[src/i2c_byte_master_defines.svh]
// Assertion macros used by the I2C byte master top level.
`ifndef I2C_BYTE_MASTER_DEFINES_SVH
`define I2C_BYTE_MASTER_DEFINES_SVH

// Same-cycle implication, sampled on clk, off while rst_n is low.
`define I2C_BM_ASSERT_NOW(lbl, ante, cons, msg) \
  lbl: assert property (@(posedge clk) disable iff (!rst_n) (ante) |-> (cons)) else $error(msg);

// Next-cycle implication, sampled on clk, off while rst_n is low.
`define I2C_BM_ASSERT_NEXT(lbl, ante, cons, msg) \
  lbl: assert property (@(posedge clk) disable iff (!rst_n) (ante) |=> (cons)) else $error(msg);

`endif

[src/i2c_bm_pkg.sv]
// Shared types, codes and defaults of the I2C byte master.
package i2c_bm_pkg;

  localparam int BYTE_BITS          = 8;
  localparam int COUNTER_WIDTH_DEF  = 16;
  localparam int CFG_WIDTH          = 16;
  localparam int CFG_IDX_WIDTH      = 2;

  localparam logic [15:0] PHASE_TICKS_RST = 16'd50;
  localparam logic [15:0] SETUP_TICKS_RST = 16'd10;
  localparam logic [7:0]  POLL_LIMIT_RST  = 8'd10;

  typedef enum logic [CFG_IDX_WIDTH-1:0] {
    REG_PHASE_TICKS = 2'd0,
    REG_SETUP_TICKS = 2'd1,
    REG_POLL_LIMIT  = 2'd2
  } cfg_reg_t;

  typedef enum logic [2:0] {
    CMD_NONE  = 3'd0,
    CMD_START = 3'd1,
    CMD_STOP  = 3'd2,
    CMD_WRITE = 3'd3,
    CMD_READ  = 3'd4,
    CMD_ACK   = 3'd5,
    CMD_WACK  = 3'd6
  } cmd_t;

  typedef struct packed {
    logic [2:0]           command;
    logic [BYTE_BITS-1:0] tx_byte;
    logic                 ack_level;
    logic                 sda_in;
  } i2c_bm_item_t;

  typedef struct packed {
    logic [15:0] phase_ticks;
    logic [15:0] setup_ticks;
    logic [7:0]  ack_poll_limit;
  } i2c_bm_cfg_t;

  typedef struct packed {
    logic                 no_ack;
    logic [BYTE_BITS-1:0] rx_byte;
    logic                 done_res;
    logic                 busy_res;
    logic                 sda_release;
    logic                 scl_level;
  } i2c_bm_res_t;

endpackage

[src/i2c_bm_seq.sv]
// Pin sequencer: one tick of the I2C command state machine per request.
module i2c_bm_seq #(
  parameter int COUNTER_WIDTH = 16
) (
  input  logic                     clk,
  input  logic                     rst_n,
  input  logic                     step_en,
  input  i2c_bm_pkg::i2c_bm_item_t item,
  input  i2c_bm_pkg::i2c_bm_cfg_t  cfg,
  output i2c_bm_pkg::i2c_bm_res_t  res
);
  import i2c_bm_pkg::*;

  typedef enum logic [4:0] {
    SQ_IDLE, SQ_ST_A, SQ_ST_B, SQ_ST_C, SQ_SP_A, SQ_SP_B, SQ_SP_C,
    SQ_WR_SET, SQ_WR_HI, SQ_WR_LO, SQ_RD_LO, SQ_RD_HI,
    SQ_AK_A, SQ_AK_B, SQ_AK_C, SQ_WA_LO, SQ_WA_HI, SQ_WA_POLL
  } seq_state_t;

  localparam logic [31:0] TICK_MAX = (32'd1 << COUNTER_WIDTH) - 32'd1;
  localparam logic [3:0]  LAST_BIT = 4'(BYTE_BITS);

  seq_state_t               step_r, step_nxt, ent_step;
  logic [COUNTER_WIDTH-1:0] tick_r, tick_nxt, tick_load;
  logic [3:0]               bit_r, bit_nxt;
  logic [BYTE_BITS-1:0]     shift_r, shift_nxt, rx_r, rx_nxt;
  logic [7:0]               polls_r, polls_nxt;
  logic                     scl_r, scl_nxt, sda_r, sda_nxt;
  logic                     ack_r, ack_nxt, ack_bit_r, ack_bit_nxt;
  logic                     ent, done;
  logic [15:0]              hold_ticks, hold_m1;
  logic [31:0]              hold_ext;

  // Hold length: ticks-1, zero acts as one tick, saturate at counter max.
  always_comb begin
    hold_m1   = (hold_ticks == 16'd0) ? 16'd0 : hold_ticks - 16'd1;
    hold_ext  = 32'(hold_m1);
    tick_load = (hold_ext > TICK_MAX) ? '1 : COUNTER_WIDTH'(hold_ext);
  end

  always_comb begin
    step_nxt    = step_r;
    tick_nxt    = tick_r;
    bit_nxt     = bit_r;
    shift_nxt   = shift_r;
    polls_nxt   = polls_r;
    scl_nxt     = scl_r;
    sda_nxt     = sda_r;
    ack_nxt     = ack_r;
    ack_bit_nxt = ack_bit_r;
    rx_nxt      = rx_r;
    ent         = 1'b0;
    ent_step    = SQ_IDLE;
    done        = 1'b0;
    hold_ticks  = cfg.phase_ticks;

    if (step_r == SQ_IDLE) begin
      bit_nxt = 4'd0;
      case (item.command)
        CMD_START: begin
          ent = 1'b1; ent_step = SQ_ST_A;
        end
        CMD_STOP: begin
          ent = 1'b1; ent_step = SQ_SP_A;
        end
        CMD_WRITE: begin
          shift_nxt = item.tx_byte; ent = 1'b1; ent_step = SQ_WR_SET;
        end
        CMD_READ: begin
          shift_nxt = '0; ent = 1'b1; ent_step = SQ_RD_LO;
        end
        CMD_ACK: begin
          ack_bit_nxt = item.ack_level; ent = 1'b1; ent_step = SQ_AK_A;
        end
        CMD_WACK: begin
          polls_nxt = cfg.ack_poll_limit; ent = 1'b1; ent_step = SQ_WA_LO;
        end
        default: ;
      endcase
    end else if (tick_r != '0) begin
      tick_nxt = tick_r - 1'b1;
    end else begin
      case (step_r)
        SQ_ST_A:   begin ent = 1'b1; ent_step = SQ_ST_B; end
        SQ_ST_B:   begin ent = 1'b1; ent_step = SQ_ST_C; end
        SQ_SP_A:   begin ent = 1'b1; ent_step = SQ_SP_B; end
        SQ_SP_B:   begin ent = 1'b1; ent_step = SQ_SP_C; end
        SQ_WR_SET: begin ent = 1'b1; ent_step = SQ_WR_HI; end
        SQ_WR_HI:  begin ent = 1'b1; ent_step = SQ_WR_LO; end
        SQ_WR_LO: begin
          shift_nxt = {shift_r[BYTE_BITS-2:0], 1'b0};
          bit_nxt   = bit_r + 4'd1;
          if (bit_nxt >= LAST_BIT) begin
            done = 1'b1;
          end else begin
            ent = 1'b1; ent_step = SQ_WR_SET;
          end
        end
        SQ_RD_LO:  begin ent = 1'b1; ent_step = SQ_RD_HI; end
        SQ_RD_HI: begin
          shift_nxt = {shift_r[BYTE_BITS-2:0], item.sda_in};
          bit_nxt   = bit_r + 4'd1;
          if (bit_nxt >= LAST_BIT) begin
            scl_nxt = 1'b0;
            rx_nxt  = shift_nxt;
            done    = 1'b1;
          end else begin
            ent = 1'b1; ent_step = SQ_RD_LO;
          end
        end
        SQ_AK_A:   begin ent = 1'b1; ent_step = SQ_AK_B; end
        SQ_AK_B:   begin ent = 1'b1; ent_step = SQ_AK_C; end
        SQ_AK_C: begin
          scl_nxt = 1'b0; sda_nxt = 1'b1; done = 1'b1;
        end
        SQ_WA_LO:  begin ent = 1'b1; ent_step = SQ_WA_HI; end
        SQ_WA_HI, SQ_WA_POLL: begin
          if (!item.sda_in) begin
            ack_nxt = 1'b0; scl_nxt = 1'b0; done = 1'b1;
          end else if (polls_r != 8'd0) begin
            polls_nxt = polls_r - 8'd1; ent = 1'b1; ent_step = SQ_WA_POLL;
          end else begin
            // No ack after all polls: flag it and release the bus with a stop.
            ack_nxt = 1'b1; ent = 1'b1; ent_step = SQ_SP_A;
          end
        end
        default: done = 1'b1;
      endcase
    end

    if (done) begin
      step_nxt = SQ_IDLE;
      tick_nxt = '0;
    end

    if (ent) begin
      step_nxt = ent_step;
      case (ent_step)
        SQ_ST_A:   begin scl_nxt = 1'b1; sda_nxt = 1'b1; end
        SQ_ST_B:   sda_nxt = 1'b0;
        SQ_ST_C:   scl_nxt = 1'b0;
        SQ_SP_A:   begin scl_nxt = 1'b0; sda_nxt = 1'b0; end
        SQ_SP_B:   scl_nxt = 1'b1;
        SQ_SP_C:   sda_nxt = 1'b1;
        SQ_WR_SET: begin
          scl_nxt    = 1'b0;
          sda_nxt    = shift_nxt[BYTE_BITS-1];
          hold_ticks = cfg.setup_ticks;
        end
        SQ_WR_HI:  scl_nxt = 1'b1;
        SQ_WR_LO:  scl_nxt = 1'b0;
        SQ_RD_LO:  begin scl_nxt = 1'b0; sda_nxt = 1'b1; end
        SQ_RD_HI:  scl_nxt = 1'b1;
        SQ_AK_A:   begin scl_nxt = 1'b0; sda_nxt = 1'b0; end
        SQ_AK_B:   sda_nxt = ack_bit_nxt;
        SQ_AK_C:   scl_nxt = 1'b1;
        SQ_WA_LO:  begin scl_nxt = 1'b0; sda_nxt = 1'b1; end
        SQ_WA_HI:  scl_nxt = 1'b1;
        default: ;
      endcase
      tick_nxt = tick_load;
    end

    res.scl_level   = scl_nxt;
    res.sda_release = sda_nxt;
    res.busy_res    = (step_nxt != SQ_IDLE);
    res.done_res    = done;
    res.rx_byte     = rx_nxt;
    res.no_ack      = ack_nxt;
  end

  always_ff @(posedge clk) begin
    if (!rst_n) begin
      step_r    <= SQ_IDLE;
      tick_r    <= '0;
      bit_r     <= '0;
      shift_r   <= '0;
      polls_r   <= '0;
      scl_r     <= 1'b1;
      sda_r     <= 1'b1;
      ack_r     <= 1'b0;
      ack_bit_r <= 1'b1;
      rx_r      <= '0;
    end else if (step_en) begin
      step_r    <= step_nxt;
      tick_r    <= tick_nxt;
      bit_r     <= bit_nxt;
      shift_r   <= shift_nxt;
      polls_r   <= polls_nxt;
      scl_r     <= scl_nxt;
      sda_r     <= sda_nxt;
      ack_r     <= ack_nxt;
      ack_bit_r <= ack_bit_nxt;
      rx_r      <= rx_nxt;
    end
  end

endmodule

[src/i2c_byte_master.sv]
// Top level of the tick-driven I2C byte master: ports, stages, config registers.
// A request accepted into the input register passes the sequencer logic into the result register, then shows on out_*.
// Throughput: one request per cycle through input register, sequencer logic, result register, while out_tready is high.
// A stalled output holds the result stage and, once the input stage is full, drops in_tready until out_tready returns.
// Reset (rst_n low at a clock edge, synchronous) empties both stages and restores
// the register defaults; the bus is released and the sequencer goes idle.
`include "i2c_byte_master_defines.svh"

module i2c_byte_master #(
  parameter int COUNTER_WIDTH = i2c_bm_pkg::COUNTER_WIDTH_DEF
) (
  input  logic                                 clk,
  input  logic                                 rst_n,
  // Configuration write port
  input  logic                                 cfg_we,
  input  logic [i2c_bm_pkg::CFG_IDX_WIDTH-1:0] cfg_index,
  input  logic [i2c_bm_pkg::CFG_WIDTH-1:0]     cfg_wdata,
  // Tick request stream
  input  logic                                 in_tvalid,
  output logic                                 in_tready,
  input  logic [15:0]                          in_tdata,  // tx_byte[7:0], ack_level[8],
                                                          // sda_in[9], zero fill[15:10]
  input  logic [2:0]                           in_tuser,  // command[2:0]
  // Result stream
  output logic                                 out_tvalid,
  input  logic                                 out_tready,
  output logic [15:0]                          out_tdata  // scl_level[0], sda_release[1],
                                                          // busy_res[2], done_res[3],
                                                          // rx_byte[11:4], no_ack[12],
                                                          // zero fill[15:13]
);
  import i2c_bm_pkg::*;

  i2c_bm_cfg_t  cfg_r;
  i2c_bm_item_t s1_item_r;
  logic         s1_valid_r;
  i2c_bm_res_t  seq_res, out_res_r;
  logic         out_valid_r;
  logic         adv;

  // Move the held request into the sequencer when the result slot is free.
  assign adv       = s1_valid_r && (!out_valid_r || out_tready);
  assign in_tready = !s1_valid_r || adv;

  // Config registers; an index beyond the list is dropped.
  always_ff @(posedge clk) begin
    if (!rst_n) begin
      cfg_r.phase_ticks    <= PHASE_TICKS_RST;
      cfg_r.setup_ticks    <= SETUP_TICKS_RST;
      cfg_r.ack_poll_limit <= POLL_LIMIT_RST;
    end else if (cfg_we) begin
      case (cfg_index)
        REG_PHASE_TICKS: cfg_r.phase_ticks    <= cfg_wdata;
        REG_SETUP_TICKS: cfg_r.setup_ticks    <= cfg_wdata;
        REG_POLL_LIMIT:  cfg_r.ack_poll_limit <= cfg_wdata[7:0];
        default: ;
      endcase
    end
  end

  // Input stage: hold one request until the sequencer takes it.
  always_ff @(posedge clk) begin
    if (!rst_n) begin
      s1_valid_r <= 1'b0;
    end else if (in_tready) begin
      s1_valid_r <= in_tvalid;
    end
  end

  always_ff @(posedge clk) begin
    if (in_tready && in_tvalid) begin
      s1_item_r.command   <= in_tuser;
      s1_item_r.tx_byte   <= in_tdata[7:0];
      s1_item_r.ack_level <= in_tdata[8];
      s1_item_r.sda_in    <= in_tdata[9];
    end
  end

  i2c_bm_seq #(
    .COUNTER_WIDTH(COUNTER_WIDTH)
  ) u_seq (
    .clk     (clk),
    .rst_n   (rst_n),
    .step_en (adv),
    .item    (s1_item_r),
    .cfg     (cfg_r),
    .res     (seq_res)
  );

  // Result stage: load on advance, drop once taken downstream.
  always_ff @(posedge clk) begin
    if (!rst_n) begin
      out_valid_r <= 1'b0;
    end else if (adv) begin
      out_valid_r <= 1'b1;
    end else if (out_tready) begin
      out_valid_r <= 1'b0;
    end
  end

  always_ff @(posedge clk) begin
    if (adv) begin
      out_res_r <= seq_res;
    end
  end

  assign out_tvalid = out_valid_r;
  assign out_tdata  = {3'b000, out_res_r};

  // A finishing tick never reports the command as still running.
  `I2C_BM_ASSERT_NOW(a_done_not_busy, out_valid_r && out_res_r.done_res, !out_res_r.busy_res, "done with busy set")
  // Every advanced request lands in the result stage.
  `I2C_BM_ASSERT_NEXT(a_adv_fills_out, adv, out_valid_r, "advanced request lost")
  // A held request stays put until the sequencer takes it.
  `I2C_BM_ASSERT_NEXT(a_s1_hold, s1_valid_r && !adv, s1_valid_r && $stable(s1_item_r), "input stage changed while held")

endmodule
[config.mk]
export PLATFORM = sky130hd
export DESIGN_NAME = i2c_byte_master
export DESIGN_NICKNAME = d
export VERILOG_FILES = /design/src/i2c_bm_pkg.sv /design/src/i2c_bm_seq.sv /design/src/i2c_byte_master.sv
export VERILOG_INCLUDE_DIRS = /design/src /design/src/src
export SDC_FILE = /design/constraint.sdc
export NUM_CORES = 1
export LEC_CHECK = 0
export BUFFER_PORTS_ARGS = -buffer_cell sky130_fd_sc_hd__buf_2
export CORE_MARGIN = 2
export CORE_UTILIZATION = 60
export CTS_CLUSTER_DIAMETER = 100
export DETAILED_ROUTE_END_ITERATION = 16
export GPL_ROUTABILITY_DRIVEN = 0
export GPL_TIMING_DRIVEN = 0
export PLACE_DENSITY = 0.84
export SKIP_LAST_GASP = 1
export SYNTH_ARGS = -nofsm -noshare
export SYNTH_HDL_FRONTEND = slang
export SYNTH_SLANG_ARGS = --single-unit
[constraint.sdc]
create_clock -name clk -period 6 [get_ports clk]
set_clock_uncertainty 0.05 [all_clocks]
set_input_delay 0 -clock clk [delete_from_list [all_inputs] [get_ports clk]]
set_output_delay 0 -clock clk [all_outputs]
set_load 0.05 [all_outputs]
==> flow_metrics.py <==
metrics = {
    "clock_tree": {
        "cts_made_buffers": 17,
        "ctsHtreeMaxLevel": 4,
        "clk_latency_ps": 530,
        "clock-root-buffer": "clkbuf_8",
        "hold_bufs_inserted_after_cts": 38,
        "clk_pin_slew_worst_paths_ps": 50,
        "cts_repair_resize_count": 0,
        "post_cts.repair.setup_buffers": 0,
        "tritoncts": "done",
        "numClockSinks": 121,
        "cts.path.max_buffers": 2,
    },
    "logic_synthesis": {
        "yosysSeqAreaShare_pct": 41.1,
        "post_synth_instance_area_um2": 6520,
        "synth_edf_count": 26,
        "synth-seq-cells": 121,
        "synth.distinct_cells": 83,
        "synth_ff_type": "dfxtp_1",
        "avgSynthCellArea_um2": 8.16,
        "synth_warnings": 0,
        "postSynthCellCount": 799,
        "postSynth.asyncResetShare_pct": 0,
    },
    "sta": {
        "rsz_0062_raised_after_global_routing": "false",
        "tns_ps": 0,
        "setup_slack_ps": 613,
        "setup-violations-final": 0,
        "clock.fmax_mhz": 186,
        "tightest_slew_ps": 1190,
        "final_hold_viol_count": 0,
        "worst_slew_margin_rel_pct": 21.0,
        "finalWorstPathRequiredPeriod_ps": 5390,
        "final_min_period_over_clock_period_pct": 89.8,
        "timing.final.max_slew_violations": 0,
    },
    "place": {
        "port-buffer-count": 49,
        "post-place-ws_ps": 894,
        "placedCellCount": 990,
        "dp.final_hpwl_um": 13200,
    },
    "final_layout": {
        "insertedDiodeCount": 0,
        "layout-area-overhead-vs-synth_pct": 21.6,
        "mostFrequentLayoutCell": "nand2_1",
        "layout_common_cells": "120 x nand2_1, 100 x nor2_1, 95 x dfxtp_1",
        "fraction_of_final_layout_cells_sized_beyond_drive_strength_1_pct": 12.6,
        "stdcell_count": 1060,
        "nets": 953,
    },
    "critical_path": {
        "critical_path.slowest_cell": "nor4b_1",
        "timing_worst_setup_path_type": "register to register",
        "r2r_cells": 20,
        "critical_path_peak_fanout": 10,
        "timing.critical_path.slowest_cell_delay_ps": 830,
        "crit_path_start_kind": "register",
        "worst_setup_path_end_kind": "register",
        "crit_top_cell": "nand2_1",
        "cp_data_required_time_ps": 6370,
        "timing.critical_path.cells": "inv_1, ha_1, nor4b_1, nand2_1, o32ai_1, o21ai_1, a21boi_2, nand2_1, buf_6, buf_2, mux2i_1, ha_1, nand2_1, nor3_1, nand2b_1, or3_1, o211ai_1, buf_2, a211oi_1, o21a_1",
        "cp.arrival_ps": 5750,
    },
    "floorplan": {
        "die_width_um": 108,
        "placement_rows": 38,
        "floorplan.initialDensity_pct": 61.0,
        "placeableCoreArea_um2": 10700,
        "die_height_um": 108,
        "design.die.area_um2": 11700,
        "ios": 60,
    },
    "global_route": {
        "grt_pass1_wl_um": 32300,
        "grt_util_all_layers_pct": 35.6,
        "overflow": 0,
        "via_count_of_the_first_global_routing_pass": 6619,
        "antenna_found_initial": 0,
        "pin_count_of_the_biggest_net_entering_global_routing": 23,
    },
    "status": {
        "outcome": "completed",
    },
    "hold_path": {
        "count_of_cells_along_the_worst_hold_path": 2,
        "class_of_the_most_critical_hold_timing_path": "input pin to register",
    },
    "routing": {
        "routed-via-count": 6777,
        "drtAntennaViolNets": 0,
        "drt-pass1-iter-count": 6,
        "sum_of_routed_wire_length_over_all_layers_um": 20000,
        "wl_per_cell_um": 18.9,
        "drc_errors": 0,
        "dr.first_iter.drc_count": 806,
        "vias_per_cell": 6.39,
    },
    "power": {
        "p_per_area_nw_per_um2": 302,
        "static-leakage-power_nw": 3.12,
        "vdd_ir_drop_max_mv": 0.237,
    },
    "job": {
        "maxCapViolCount": 0,
    },
}
## registers in the layout, summed over array words and instances, names as in the netlist
signal           cells
u_seq.bit_r          4
u_seq.ack_r          1
s1_valid_r           1
u_seq.scl_r          1
u_seq.shift_r        8
u_seq.tick_r        16
u_seq.step_r         5
u_seq.polls_r        8
out_tdata           13
u_seq.ack_bit_r      1
u_seq.sda_r          1
u_seq.rx_r           8
cfg_r               40
s1_item_r           13
out_tvalid           1
## synth_stat cells (8+ instances only)
| library cell | count | area, µm² |
|---|---|---|
| xor2_1 | 15 | 131 |
| nor2_1 | 100 | 375 |
| nor3_1 | 42 | 210 |
| inv_1 | 13 | 48.8 |
| nand2_1 | 120 | 450 |
| xnor2_1 | 17 | 149 |
| dfxtp_1 | 95 | 1900 |
| mux2_1 | 8 | 90.1 |
| o21ai_0 | 20 | 100 |
| a22oi_1 | 13 | 97.6 |
| edfxtp_1 | 26 | 781 |
| a211o_1 | 11 | 96.3 |
| buf_4 | 9 | 67.6 |
| o21ai_1 | 9 | 45.0 |
| nand3_1 | 17 | 85.1 |
| a211oi_1 | 13 | 97.6 |
| or3_1 | 9 | 56.3 |
| nor4_1 | 8 | 50.1 |
| clkbuf_1 | 33 | 124 |
| mux2i_1 | 14 | 140 |
| a21oi_1 | 76 | 380 |
## logic make-up (layout without fill, tap and decap cells)
| group | count (synthesis) | after routing | synth area share (%) |
|---|---|---|---|
| mux | 23 | 23 | 3.76 |
| compound gates | 195 | 195 | 19.3 |
| xor+xnor | 32 | 32 | 4.30 |
| fa+ha+maj | 4 | 4 | 0.767 |
| buf+inv | 68 | 187 | 4.68 |
| simple gates | 355 | 355 | 26.0 |
| other cells | 1 | 3 | 0.0575 |
| flops | 121 | 121 | 41.1 |
## where the power goes
group	internal, mW	switching [mW]	total, mW
clock network	0.669	0.355	1.02
logic	0.162	0.295	0.457
registers	0.878	0.0385	0.917
total	1.71	0.688	2.40
## stage by stage
stage                     hold slack (ps)  instance area [µm²]  util [%]  power (mW)
after floorplan                      48.9                 6530         -        1.23
after global placement                127                 6950      65.0        1.32
after detailed placement              128                 6950      65.0        1.34
after CTS                             123                 7930      74.1        2.37
after global routing                  152                 7930      74.1        2.47
final                                 145                 7930      74.1        2.40
## cell type report
cell class                 count  area (µm²)
sequential                   121        2680
fill                         704        2770
clock buffer                  26         519
clock inverter                 6        82.6
tap                          140         175
multi-input combinational    612        3540
inverter                      16        60.1
timing repair buffer          87         626
buffer                        52         245
## critical path, delay by kind of cell, from the launching register on
kind            cells  cell delay, ps
compound gates      6            1330
fa+ha+maj           2             420
buf+inv             4             680
flops               1             350
mux                 1             190
simple gates        7            2270
## final timing paths
| check | start | to | slack [ps] |
|---|---|---|---|
| max | u_seq.polls_r[0] | u_seq.tick_r[5] | 610 |
| min | in_tdata[1] | s1_item_r[3] | 150 |
| max reg2reg | u_seq.polls_r[0] | u_seq.tick_r[5] | 610 |
| min reg2reg | u_seq.ack_r | u_seq.ack_r | 420 |
## per-layer routing
layer  routed length (µm)  global-route usage [%]  vias to the layer above
li1                     -                       -                     3071
met1                 7450                    43.2                     3112
met2                 9580                    58.1                      486
met3                 2050                    8.32                      108
met4                  943                    20.1                        0
met5                    0                       0                        -
No activity file was read; power rests on OpenSTA's default activity.
